==> src/rtl/rle_pkg.sv <==
// ----------------------------------------------------------------------------
// rle_pkg: shared definitions for the RGB LED effect engine
// Strip size, opcodes, modes, request structs and the divide-by-255 helper.
// ----------------------------------------------------------------------------
package rle_pkg;

  // strip size and pixel index width
  localparam int LedCount = 3;
  localparam int IdxW     = 3;
  localparam logic [IdxW-1:0] LastIdx = IdxW'(LedCount - 1);

  // event opcodes
  localparam logic [2:0] OP_TICK  = 3'd0;
  localparam logic [2:0] OP_MODE  = 3'd1;
  localparam logic [2:0] OP_SOLID = 3'd2;
  localparam logic [2:0] OP_OFF   = 3'd3;
  localparam logic [2:0] OP_KEY   = 3'd4;
  localparam logic [2:0] OP_REC   = 3'd5;

  // display modes
  localparam logic [2:0] MODE_OFF    = 3'd0;
  localparam logic [2:0] MODE_SOLID  = 3'd1;
  localparam logic [2:0] MODE_BREATH = 3'd2;
  localparam logic [2:0] MODE_FLOW   = 3'd3;
  localparam logic [2:0] MODE_BLINK  = 3'd4;

  // configuration register indexes
  localparam logic [7:0] REG_FIRST_ON = 8'd0;
  localparam logic [7:0] REG_DARK     = 8'd1;
  localparam logic [7:0] REG_TOTAL    = 8'd2;
  localparam logic [7:0] REG_MIN_STEP = 8'd3;

  // recording pulse color (orange)
  localparam logic [23:0] RecRgb = 24'h1E0F00;

  // ceil(2^17 / 3): x / 3 == (x * Div3Mult) >> 17 for any 16-bit x
  localparam logic [16:0] Div3Mult = 17'd43691;

  typedef enum logic {
    ALU_SUB,
    ALU_MUL
  } alu_op_e;

  // one operation for the shared unit
  typedef struct packed {
    alu_op_e     op;
    logic [31:0] a;
    logic [31:0] b;
  } alu_req_t;

  // one repaint request for the pixel sequencer
  typedef struct packed {
    logic            valid;
    logic [23:0]     rgb;
    logic            lit_all;
    logic [IdxW-1:0] lit_idx;
  } paint_req_t;

  // x / 255 for x below 65280
  function automatic logic [7:0] div255(input logic [15:0] x);
    logic [16:0] s;
    s = {1'b0, x} + 17'(x[15:8]) + 17'd1;
    return s[15:8];
  endfunction

endpackage

==> src/rtl/rle_alu.sv <==
// ----------------------------------------------------------------------------
// rle_alu: shared arithmetic unit
// Wrapping 32-bit subtract with borrow, or 16 x 17 multiply; result registered.
// ----------------------------------------------------------------------------
module rle_alu (
  input  logic              clk_i,
  input  rle_pkg::alu_req_t req_i,
  output logic [32:0]       res_o
);
  import rle_pkg::*;

  logic [32:0] prod;
  logic [32:0] diff;
  logic [32:0] res_q;

  assign prod = {17'b0, req_i.a[15:0]} * {16'b0, req_i.b[16:0]};
  // bit 32 is the borrow: set when a < b
  assign diff = {1'b0, req_i.a} - {1'b0, req_i.b};

  always_ff @(posedge clk_i) begin
    res_q <= (req_i.op == ALU_MUL) ? prod : diff;
  end

  assign res_o = res_q;

endmodule

==> src/rtl/rle_painter.sv <==
// ----------------------------------------------------------------------------
// rle_painter: pixel sequencer
// Emits one item per pixel of a repaint, pixel 0 first, last one marked.
// ----------------------------------------------------------------------------
module rle_painter (
  input  logic                      clk_i,
  input  logic                      rst_ni,
  input  rle_pkg::paint_req_t       req_i,
  output logic                      busy_o,
  output logic                      out_valid_o,
  input  logic                      out_ready_i,
  output logic [rle_pkg::IdxW-1:0]  pixel_index_o,
  output logic [7:0]                red_out_o,
  output logic [7:0]                green_out_o,
  output logic [7:0]                blue_out_o,
  output logic                      frame_last_o
);
  import rle_pkg::*;

  logic            busy_q, busy_d;
  logic [IdxW-1:0] cnt_q, cnt_d;
  logic [23:0]     rgb_q, rgb_d;
  logic            all_q, all_d;
  logic [IdxW-1:0] idx_q, idx_d;
  logic            lit;

  // next frame / pixel advance
  always_comb begin
    busy_d = busy_q;
    cnt_d  = cnt_q;
    rgb_d  = rgb_q;
    all_d  = all_q;
    idx_d  = idx_q;
    if (busy_q) begin
      if (out_ready_i) begin
        if (cnt_q == LastIdx) begin
          busy_d = 1'b0;
        end else begin
          cnt_d = cnt_q + 1'b1;
        end
      end
    end else if (req_i.valid) begin
      busy_d = 1'b1;
      cnt_d  = '0;
      rgb_d  = req_i.rgb;
      all_d  = req_i.lit_all;
      idx_d  = req_i.lit_idx;
    end
  end

  always_ff @(posedge clk_i or negedge rst_ni) begin
    if (!rst_ni) begin
      busy_q <= 1'b0;
      cnt_q  <= '0;
    end else begin
      busy_q <= busy_d;
      cnt_q  <= cnt_d;
    end
  end

  always_ff @(posedge clk_i) begin
    rgb_q <= rgb_d;
    all_q <= all_d;
    idx_q <= idx_d;
  end

  // output item
  assign lit           = all_q || (cnt_q == idx_q);
  assign busy_o        = busy_q;
  assign out_valid_o   = busy_q;
  assign pixel_index_o = cnt_q;
  assign red_out_o     = lit ? rgb_q[23:16] : 8'd0;
  assign green_out_o   = lit ? rgb_q[15:8]  : 8'd0;
  assign blue_out_o    = lit ? rgb_q[7:0]   : 8'd0;
  assign frame_last_o  = (cnt_q == LastIdx);

endmodule

==> src/rtl/rle_ctl.sv <==
// ----------------------------------------------------------------------------
// rle_ctl: effect sequencer
// Holds the effect state and config registers, steps the shared unit through
// interval compares and gamma scaling, and issues repaint requests.
// ----------------------------------------------------------------------------
module rle_ctl (
  input  logic                 clk_i,
  input  logic                 rst_ni,
  input  logic                 in_valid_i,
  output logic                 in_ready_o,
  input  logic [2:0]           opcode_i,
  input  logic [31:0]          now_ms_i,
  input  logic [2:0]           mode_in_i,
  input  logic [7:0]           red_in_i,
  input  logic [7:0]           green_in_i,
  input  logic [7:0]           blue_in_i,
  input  logic [15:0]          speed_ms_i,
  input  logic                 cfg_valid_i,
  input  logic [7:0]           cfg_index_i,
  input  logic [15:0]          cfg_data_i,
  output rle_pkg::alu_req_t    alu_req_o,
  input  logic [32:0]          alu_res_i,
  output rle_pkg::paint_req_t  paint_req_o,
  input  logic                 paint_busy_i
);
  import rle_pkg::*;

  typedef enum logic [3:0] {
    S_IDLE, S_TICK, S_THR, S_DT, S_CMP, S_GAM, S_SR, S_SG, S_SB,
    S_EL, S_P0, S_P1, S_P2
  } state_e;

  state_e          state_q, state_d;
  logic [15:0]     first_q, first_d, dark_q, dark_d, total_q, total_d;
  logic [7:0]      min_step_q, min_step_d;
  logic [2:0]      mode_q, mode_d, saved_mode_q, saved_mode_d;
  logic [23:0]     color_q, color_d, saved_color_q, saved_color_d;
  logic [15:0]     speed_q, speed_d, saved_speed_q, saved_speed_d;
  logic [31:0]     last_q, last_d, pstart_q, pstart_d;
  logic [IdxW-1:0] phase_q, phase_d;
  logic [7:0]      level_q, level_d;
  logic            rising_q, rising_d, pulse_q, pulse_d;
  logic [23:0]     prgb_q, prgb_d;
  // per-item working registers
  logic [31:0]     now_q, now_d, el_q, el_d;
  logic [15:0]     thr_q, thr_d;
  logic [7:0]      gam_q, gam_d, sr_q, sr_d, sg_q, sg_d;

  logic [23:0]     in_rgb;
  logic [7:0]      breath_step;
  logic [31:0]     step_thr;
  logic [7:0]      lvl_up;
  logic [7:0]      lvl_next;
  logic            rise_next;
  logic [IdxW:0]   ph_inc;
  logic [IdxW-1:0] ph_flow;
  logic            accept;

  assign in_rgb     = {red_in_i, green_in_i, blue_in_i};
  assign in_ready_o = (state_q == S_IDLE) && !paint_busy_i;
  assign accept     = in_valid_i && in_ready_o;

  // breathing interval: max(speed / 512, minimum)
  assign breath_step = (8'(speed_q[15:9]) < min_step_q) ? min_step_q : 8'(speed_q[15:9]);

  // interval threshold for the current mode
  always_comb begin
    case (mode_q)
      MODE_BREATH: step_thr = 32'(breath_step);
      MODE_FLOW:   step_thr = 32'(thr_q);
      default:     step_thr = 32'(speed_q[15:1]);
    endcase
  end

  // breathing level step
  assign lvl_up = level_q + 8'd2;
  always_comb begin
    lvl_next  = level_q;
    rise_next = rising_q;
    if (rising_q) begin
      if (lvl_up[7:0] >= 8'd254) begin
        lvl_next  = 8'd255;
        rise_next = 1'b0;
      end else begin
        lvl_next = lvl_up[7:0];
      end
    end else if (level_q <= 8'd2) begin
      lvl_next  = 8'd0;
      rise_next = 1'b1;
    end else begin
      lvl_next = level_q - 8'd2;
    end
  end

  // flow phase advance modulo strip length
  assign ph_inc = {1'b0, phase_q} + 1'b1;
  always_comb begin
    if (LedCount == 1) begin
      ph_flow = '0;
    end else if (ph_inc >= (IdxW + 1)'(LedCount)) begin
      ph_flow = IdxW'(ph_inc - (IdxW + 1)'(LedCount));
    end else begin
      ph_flow = ph_inc[IdxW-1:0];
    end
  end

  // sequencer
  always_comb begin
    state_d       = state_q;
    first_d       = first_q;
    dark_d        = dark_q;
    total_d       = total_q;
    min_step_d    = min_step_q;
    mode_d        = mode_q;
    color_d       = color_q;
    speed_d       = speed_q;
    saved_mode_d  = saved_mode_q;
    saved_color_d = saved_color_q;
    saved_speed_d = saved_speed_q;
    last_d        = last_q;
    pstart_d      = pstart_q;
    phase_d       = phase_q;
    level_d       = level_q;
    rising_d      = rising_q;
    pulse_d       = pulse_q;
    prgb_d        = prgb_q;
    now_d         = now_q;
    el_d          = el_q;
    thr_d         = thr_q;
    gam_d         = gam_q;
    sr_d          = sr_q;
    sg_d          = sg_q;
    alu_req_o     = '{op: ALU_SUB, a: 32'd0, b: 32'd0};
    paint_req_o   = '{valid: 1'b0, rgb: 24'd0, lit_all: 1'b1, lit_idx: '0};

    // config writes
    if (cfg_valid_i) begin
      unique case (cfg_index_i)
        REG_FIRST_ON: first_d    = cfg_data_i;
        REG_DARK:     dark_d     = cfg_data_i;
        REG_TOTAL:    total_d    = cfg_data_i;
        REG_MIN_STEP: min_step_d = cfg_data_i[7:0];
        default: ;
      endcase
    end

    unique case (state_q)
      S_IDLE: begin
        if (accept) begin
          now_d = now_ms_i;
          unique case (opcode_i)
            OP_TICK: state_d = S_TICK;
            OP_MODE: begin
              mode_d   = mode_in_i;
              color_d  = in_rgb;
              speed_d  = speed_ms_i;
              phase_d  = '0;
              level_d  = 8'd0;
              rising_d = 1'b1;
              last_d   = now_ms_i;
              pulse_d  = 1'b0;
              if (mode_in_i == MODE_OFF) begin
                paint_req_o.valid = 1'b1;
              end else if (mode_in_i == MODE_SOLID) begin
                paint_req_o.valid = 1'b1;
                paint_req_o.rgb   = in_rgb;
              end
            end
            OP_SOLID: begin
              mode_d            = MODE_SOLID;
              color_d           = in_rgb;
              pulse_d           = 1'b0;
              paint_req_o.valid = 1'b1;
              paint_req_o.rgb   = in_rgb;
            end
            OP_OFF: begin
              mode_d            = MODE_OFF;
              pulse_d           = 1'b0;
              paint_req_o.valid = 1'b1;
            end
            OP_KEY, OP_REC: begin
              if (!pulse_q) begin
                saved_mode_d  = mode_q;
                saved_color_d = color_q;
                saved_speed_d = speed_q;
              end
              pulse_d           = 1'b1;
              prgb_d            = (opcode_i == OP_REC) ? RecRgb : in_rgb;
              pstart_d          = now_ms_i;
              paint_req_o.valid = 1'b1;
              paint_req_o.rgb   = (opcode_i == OP_REC) ? RecRgb : in_rgb;
            end
            default: ;
          endcase
        end
      end

      S_TICK: begin
        if (pulse_q) begin
          alu_req_o = '{op: ALU_SUB, a: now_q, b: pstart_q};
          state_d   = S_EL;
        end else if (mode_q == MODE_FLOW) begin
          alu_req_o = '{op: ALU_MUL, a: 32'(speed_q), b: 32'(Div3Mult)};
          state_d   = S_THR;
        end else if (mode_q == MODE_BREATH || mode_q == MODE_BLINK) begin
          alu_req_o = '{op: ALU_SUB, a: now_q, b: last_q};
          state_d   = S_DT;
        end else begin
          state_d = S_IDLE;
        end
      end

      // speed / 3 ready
      S_THR: begin
        thr_d     = alu_res_i[32:17];
        alu_req_o = '{op: ALU_SUB, a: now_q, b: last_q};
        state_d   = S_DT;
      end

      // elapsed since last step ready; compare against the interval
      S_DT: begin
        alu_req_o = '{op: ALU_SUB, a: alu_res_i[31:0], b: step_thr};
        state_d   = S_CMP;
      end

      S_CMP: begin
        state_d = S_IDLE;
        if (!alu_res_i[32]) begin
          last_d = now_q;
          unique case (mode_q)
            MODE_BREATH: begin
              level_d   = lvl_next;
              rising_d  = rise_next;
              alu_req_o = '{op: ALU_MUL, a: 32'(lvl_next), b: 32'(lvl_next)};
              state_d   = S_GAM;
            end
            MODE_FLOW: begin
              paint_req_o.valid   = 1'b1;
              paint_req_o.rgb     = color_q;
              paint_req_o.lit_all = 1'b0;
              paint_req_o.lit_idx = phase_q;
              phase_d             = ph_flow;
            end
            default: begin
              // blink
              phase_d           = (phase_q != '0) ? '0 : IdxW'(1);
              paint_req_o.valid = 1'b1;
              paint_req_o.rgb   = (phase_q != '0) ? 24'd0 : color_q;
            end
          endcase
        end
      end

      // gamma value, then scale each component
      S_GAM: begin
        gam_d     = div255(alu_res_i[15:0]);
        alu_req_o = '{op: ALU_MUL, a: 32'(color_q[23:16]),
                      b: 32'(div255(alu_res_i[15:0]))};
        state_d   = S_SR;
      end
      S_SR: begin
        sr_d      = div255(alu_res_i[15:0]);
        alu_req_o = '{op: ALU_MUL, a: 32'(color_q[15:8]), b: 32'(gam_q)};
        state_d   = S_SG;
      end
      S_SG: begin
        sg_d      = div255(alu_res_i[15:0]);
        alu_req_o = '{op: ALU_MUL, a: 32'(color_q[7:0]), b: 32'(gam_q)};
        state_d   = S_SB;
      end
      S_SB: begin
        paint_req_o.valid = 1'b1;
        paint_req_o.rgb   = {sr_q, sg_q, div255(alu_res_i[15:0])};
        state_d           = S_IDLE;
      end

      // pulse phases, thresholds checked in order
      S_EL: begin
        el_d      = alu_res_i[31:0];
        alu_req_o = '{op: ALU_SUB, a: alu_res_i[31:0], b: 32'(first_q)};
        state_d   = S_P0;
      end
      S_P0: begin
        if (alu_res_i[32]) begin
          paint_req_o.valid = 1'b1;
          paint_req_o.rgb   = prgb_q;
          state_d           = S_IDLE;
        end else begin
          alu_req_o = '{op: ALU_SUB, a: el_q, b: 32'(dark_q)};
          state_d   = S_P1;
        end
      end
      S_P1: begin
        if (alu_res_i[32]) begin
          paint_req_o.valid = 1'b1;
          state_d           = S_IDLE;
        end else begin
          alu_req_o = '{op: ALU_SUB, a: el_q, b: 32'(total_q)};
          state_d   = S_P2;
        end
      end
      S_P2: begin
        state_d = S_IDLE;
        if (alu_res_i[32]) begin
          paint_req_o.valid = 1'b1;
          paint_req_o.rgb   = prgb_q;
        end else begin
          // pulse over: restore saved effect
          pulse_d = 1'b0;
          mode_d  = saved_mode_q;
          color_d = saved_color_q;
          speed_d = saved_speed_q;
          if (saved_mode_q == MODE_SOLID) begin
            paint_req_o.valid = 1'b1;
            paint_req_o.rgb   = saved_color_q;
          end else if (saved_mode_q == MODE_OFF) begin
            paint_req_o.valid = 1'b1;
          end
        end
      end

      default: state_d = S_IDLE;
    endcase
  end

  always_ff @(posedge clk_i or negedge rst_ni) begin
    if (!rst_ni) begin
      state_q       <= S_IDLE;
      first_q       <= 16'd150;
      dark_q        <= 16'd300;
      total_q       <= 16'd500;
      min_step_q    <= 8'd4;
      mode_q        <= MODE_OFF;
      color_q       <= 24'd0;
      speed_q       <= 16'd1000;
      saved_mode_q  <= MODE_OFF;
      saved_color_q <= 24'd0;
      saved_speed_q <= 16'd1000;
      last_q        <= 32'd0;
      pstart_q      <= 32'd0;
      phase_q       <= '0;
      level_q       <= 8'd0;
      rising_q      <= 1'b1;
      pulse_q       <= 1'b0;
      prgb_q        <= 24'd0;
    end else begin
      state_q       <= state_d;
      first_q       <= first_d;
      dark_q        <= dark_d;
      total_q       <= total_d;
      min_step_q    <= min_step_d;
      mode_q        <= mode_d;
      color_q       <= color_d;
      speed_q       <= speed_d;
      saved_mode_q  <= saved_mode_d;
      saved_color_q <= saved_color_d;
      saved_speed_q <= saved_speed_d;
      last_q        <= last_d;
      pstart_q      <= pstart_d;
      phase_q       <= phase_d;
      level_q       <= level_d;
      rising_q      <= rising_d;
      pulse_q       <= pulse_d;
      prgb_q        <= prgb_d;
    end
  end

  // working registers
  always_ff @(posedge clk_i) begin
    now_q <= now_d;
    el_q  <= el_d;
    thr_q <= thr_d;
    gam_q <= gam_d;
    sr_q  <= sr_d;
    sg_q  <= sg_d;
  end

endmodule

==> src/rtl/rgb_led_effect_engine.sv <==
// ----------------------------------------------------------------------------
// rgb_led_effect_engine: LED strip effect engine
// Takes timed events and emits per-pixel color items for each repaint.
// ----------------------------------------------------------------------------
// Usage:
//   Input channel (in_valid_i / in_ready_o) takes one event item: opcode,
//   current time in ms, mode, color and speed. Output channel (out_valid_o /
//   out_ready_i) gives one item per pixel, pixel 0 first, with frame_last_o
//   on the last pixel. Config channel (cfg_valid_i / cfg_ready_o) writes the
//   pulse phase ends and the breathing minimum step; it is always ready.
// Sequencing:
//   One event at a time. A non-tick event is handled in the cycle it is
//   accepted; a tick runs its pulse or interval compares, and for breathing
//   the gamma scaling, on the one shared subtract/multiply unit. A repaint
//   then gives LedCount output items, and in_ready_o stays low until the last
//   pixel item is taken, so a stalled receiver holds off the next event.
// Reset:
//   Clears to mode off, speed 1000, no pulse, and the default config values.
// ----------------------------------------------------------------------------
module rgb_led_effect_engine (
  input  logic                      clk_i,
  input  logic                      rst_ni,
  input  logic                      in_valid_i,
  output logic                      in_ready_o,
  input  logic [2:0]                opcode_i,
  input  logic [31:0]               now_ms_i,
  input  logic [2:0]                mode_in_i,
  input  logic [7:0]                red_in_i,
  input  logic [7:0]                green_in_i,
  input  logic [7:0]                blue_in_i,
  input  logic [15:0]               speed_ms_i,
  output logic                      out_valid_o,
  input  logic                      out_ready_i,
  output logic [rle_pkg::IdxW-1:0]  pixel_index_o,
  output logic [7:0]                red_out_o,
  output logic [7:0]                green_out_o,
  output logic [7:0]                blue_out_o,
  output logic                      frame_last_o,
  input  logic                      cfg_valid_i,
  output logic                      cfg_ready_o,
  input  logic [7:0]                cfg_index_i,
  input  logic [15:0]               cfg_data_i
);
  import rle_pkg::*;

  alu_req_t    alu_req;
  logic [32:0] alu_res;
  paint_req_t  paint_req;
  logic        paint_busy;

  assign cfg_ready_o = 1'b1;

  // sequencer and effect state
  rle_ctl u_ctl (
    .clk_i        (clk_i),
    .rst_ni       (rst_ni),
    .in_valid_i   (in_valid_i),
    .in_ready_o   (in_ready_o),
    .opcode_i     (opcode_i),
    .now_ms_i     (now_ms_i),
    .mode_in_i    (mode_in_i),
    .red_in_i     (red_in_i),
    .green_in_i   (green_in_i),
    .blue_in_i    (blue_in_i),
    .speed_ms_i   (speed_ms_i),
    .cfg_valid_i  (cfg_valid_i),
    .cfg_index_i  (cfg_index_i),
    .cfg_data_i   (cfg_data_i),
    .alu_req_o    (alu_req),
    .alu_res_i    (alu_res),
    .paint_req_o  (paint_req),
    .paint_busy_i (paint_busy)
  );

  // shared subtract / multiply unit
  rle_alu u_alu (
    .clk_i (clk_i),
    .req_i (alu_req),
    .res_o (alu_res)
  );

  // pixel output sequencer
  rle_painter u_painter (
    .clk_i         (clk_i),
    .rst_ni        (rst_ni),
    .req_i         (paint_req),
    .busy_o        (paint_busy),
    .out_valid_o   (out_valid_o),
    .out_ready_i   (out_ready_i),
    .pixel_index_o (pixel_index_o),
    .red_out_o     (red_out_o),
    .green_out_o   (green_out_o),
    .blue_out_o    (blue_out_o),
    .frame_last_o  (frame_last_o)
  );

endmodule

==> config.mk <==
export PLATFORM = sky130hd
export DESIGN_NAME = rgb_led_effect_engine
export DESIGN_NICKNAME = d
export VERILOG_FILES = /design/src/rtl/rle_pkg.sv /design/src/rtl/rle_alu.sv /design/src/rtl/rle_painter.sv /design/src/rtl/rle_ctl.sv /design/src/rtl/rgb_led_effect_engine.sv
export SDC_FILE = /design/constraint.sdc
export NUM_CORES = 2
export LEC_CHECK = 0
export ABC_AREA = 1
export BUFFER_PORTS_ARGS = -buffer_cell sky130_fd_sc_hd__buf_4
export CAP_MARGIN = 20
export CORE_MARGIN = 2
export CORE_UTILIZATION = 51
export DETAILED_ROUTE_END_ITERATION = 7
export PLACE_DENSITY = 0.76
export SKIP_CTS_REPAIR_TIMING = 1
export SYNTH_ARGS = -nofsm -noshare
export SYNTH_HDL_FRONTEND = slang
export SYNTH_SLANG_ARGS = --single-unit
export TNS_END_PERCENT = 30
==> constraint.sdc <==
create_clock -name clk_i -period 11.35 [get_ports clk_i]
set_input_delay 0.5675 -clock clk_i [delete_from_list [all_inputs] [get_ports clk_i]]
set_output_delay 0.5675 -clock clk_i [all_outputs]
set_load 0.02 [all_outputs]
==> impl_metrics.yaml <==
hold_path:
  hold_path_class: "in -> async"
drt:
  met1Wirelength_um: 39300
  wire_per_inst_um: 19.9
  drtIter0Drc: 3001
  highest_layer: "met5"
  wl_met3_um: 9090
  ant_nets: 0
  routed_wl_um: 98000
  vias: 27800
  dr.pass1.iters: 8
  drc: 0
  wl_met2_um: 44900
  vias_per_cell: 5.63
timing:
  fin_worst_skew_ns: 0.0272
  setup_viol: 0
  min_period_over_period: 0.739
  final_hold_viol_count: 0
  whs_ns: 0.0258
  fmax_ghz: 0.119
  drv_slew: 0
  min_period_ns: 8.39
  worstMarginPinSlew_ns: 1.16
  relSlewSlack: 0.227
  tns_ns: 0
  rsz0062_at_grt: "false"
synthesis:
  syn_area_per_cell_um2: 7.84
  yosysUniqueCellTypes: 63
  synth-adder-area-share: 0.200
  synthSimpleGateAreaFrac: 0.229
  ys_seq_area_frac: 0.346
  synth_edf_count: 132
  netlist_area_um2: 31600
  netlist_instances: 4031
  synth_top_family_by_area: "simple AND/OR/NAND/NOR gates"
  syn_nets: 4519
  yosys_warnings: 0
  async_flop_share: 0.603
  synthMuxAreaShare: 0.00143
  synth_compound_area_frac: 0.110
  ys_ff_latch: 416
  synth_xor_area_frac: 0.0108
  synth-main-ff-cell: "dfrtp_1"
finish:
  final_common_cell: "nand2_1"
  diodes: 0
  area.growth.synth_to_final_pct: 9.56
  nFillCells: 5671
  final_cell_mix: "nand2_1, inv_1, nor2_1, o21ai_0, dfrtp_1"
  instances_no_fill: 4934
  drive_gt1_frac: 0.0893
  fin_nets: 4600
critical_path:
  crit_slowest_cell: "nor2_1"
  cp_common_cell: "nand2_1"
  required_ns: 11.79
  end_kind: "flip-flop"
  cp_max_fo: 28
  cp_top_family: "adder cells"
  slowest_delay_ns: 0.88
  critPathKind: "reg -> reg"
  cp-start-kind: "flip-flop"
  crit_arrival_ns: 8.83
  critical_path_buf_inv_count: 8
global_routing:
  grt_pass1_vias: 26900
  antenna_found_initial: 1
  grt.overflow.total: 0
  grt.total_usage: 0.310
  grt_max_degree: 113
  grt_pass1_wl_um: 154000
floorplan:
  num_rows: 91
  die_area_um2: 64000
  die_h_um: 253
  initial_core_util: 0.514
  die_w_um: 253
  core_um2: 61500
  pin_count: 138
placed_design:
  dp_hpwl_um: 74200
  port_buffers: 136
  place_inst: 4857
  globalplace.congestion: 1.01
clock_tree:
  clkSinkCount: 416
  h-tree-depth: 2
  clock_latency_ns: 0.56
  clk_pin_slew_worst_paths_ns: 0.06
  clockBufferDepth: 3
  cts_buffers: 42
  cts_tree: "built"
  root_buffer: "clkbuf_16"
power_and_ir_drop:
  ir_drop_uv: 185
  leakage_uw: 0.0176
  power.density_nw_per_um2: 318
run_status:
  status: "finished, final reports clean"
job:
  drv_cap: 0
## per-layer routing
layer / vias up / track usage
met5: - / 0
met4: 2 / 0.136
met3: 256 / 0.0568
met2: 1447 / 0.493
met1: 13100 / 0.416
li1: 12900 / -
## power breakdown
group,switching [µW],total [µW],leakage (µW),internal [µW]
registers,335,2420,0.00457,2090
clock network,591,1320,0.000621,733
logic,4970,7260,0.0124,2290
## flip-flops by register name, indices dropped and copies added (netlist names), 4 cells and up
signal               cells
u_painter.rgb_q         24
u_ctl.sg_q               8
u_ctl.thr_q             16
u_ctl.dark_q            16
u_ctl.speed_q           16
u_ctl.saved_speed_q     16
u_ctl.level_q            8
u_ctl.state_q            4
u_ctl.saved_color_q     24
u_ctl.pstart_q          32
u_ctl.now_q             32
u_ctl.el_q              32
u_ctl.first_q           16
u_ctl.sr_q               8
u_ctl.color_q           24
u_ctl.gam_q              8
u_ctl.total_q           16
u_ctl.prgb_q            24
u_alu.res_o             33
u_ctl.last_q            32
u_ctl.min_step_q         8
## stage by stage
| stage | util | power, µW | setup WS (ns) | cell area [µm²] |
|---|---|---|---|---|
| after floorplan | - | 7280 | 4.79 | 31600 |
| after global placement | 0.542 | 9380 | 3.25 | 33300 |
| after detailed placement | 0.542 | 9490 | 3.20 | 33300 |
| after CTS | 0.563 | 10900 | 3.14 | 34600 |
| after global routing | 0.563 | 11900 | 2.57 | 34600 |
| final | 0.563 | 11000 | 2.96 | 34600 |
## Yosys cell counts, drive strengths merged, types with 27 or more instances
cell | n | area, µm²
nand2 | 1130 | 4270
inv | 692 | 2600
nor2 | 337 | 1310
o21ai | 260 | 1310
dfrtp | 223 | 5580
fa | 209 | 4180
nand3 | 191 | 996
ha | 172 | 2150
a21oi | 157 | 801
edfxtp | 132 | 3960
clkbuf | 69 | 259
buf | 65 | 340
a31oi | 40 | 250
nor3 | 35 | 235
o211ai | 34 | 265
dfxtp | 33 | 661
nand4 | 29 | 181
xor2 | 29 | 254
dfstp | 28 | 736
a22oi | 27 | 208
## logic make-up (layout without fill, tap and decap cells)
group / count (synthesis) / after routing
AND/OR/NAND/NOR: 1762 / 1762
buffers and inverters: 826 / 939
AO/OA/AOI/OAI: 602 / 602
flip-flops: 416 / 416
adder cells (fa/ha/maj): 381 / 381
XOR/XNOR: 39 / 39
multiplexers: 4 / 4
other: 1 / 1
## path summary, 6_finish.rpt
path	start	to	slack [ns]	cells after the start
worst max-delay path	u_ctl.state_q[1]	u_alu.res_o[19]	2.96	30
worst min-delay path	rst_ni	u_ctl.prgb_q[14]	0.03	1
worst max register to register	u_ctl.state_q[1]	u_alu.res_o[19]	2.96	30
worst min register to register	u_alu.res_o[16]	u_ctl.el_q[16]	0.45	0
max in group asynchronous	rst_ni	u_ctl.last_q[23]	8.89	3
min in group clk_i	now_ms_i[30]	u_ctl.now_q[30]	0.21	1
## area by class of cell
class | instances | area, µm² | area share
Clock buffer | 61 | 1190 | 0.0345
Clock inverter | 15 | 82.6 | 0.00238
Inverter | 692 | 2600 | 0.0750
Multi-Input combinational cell | 2789 | 17500 | 0.506
Sequential cell | 416 | 10900 | 0.316
Tap cell | 790 | 988 | 0.0285
Timing Repair Buffer | 171 | 1320 | 0.0381
Note: power is estimated with default switching activity, not from simulation.
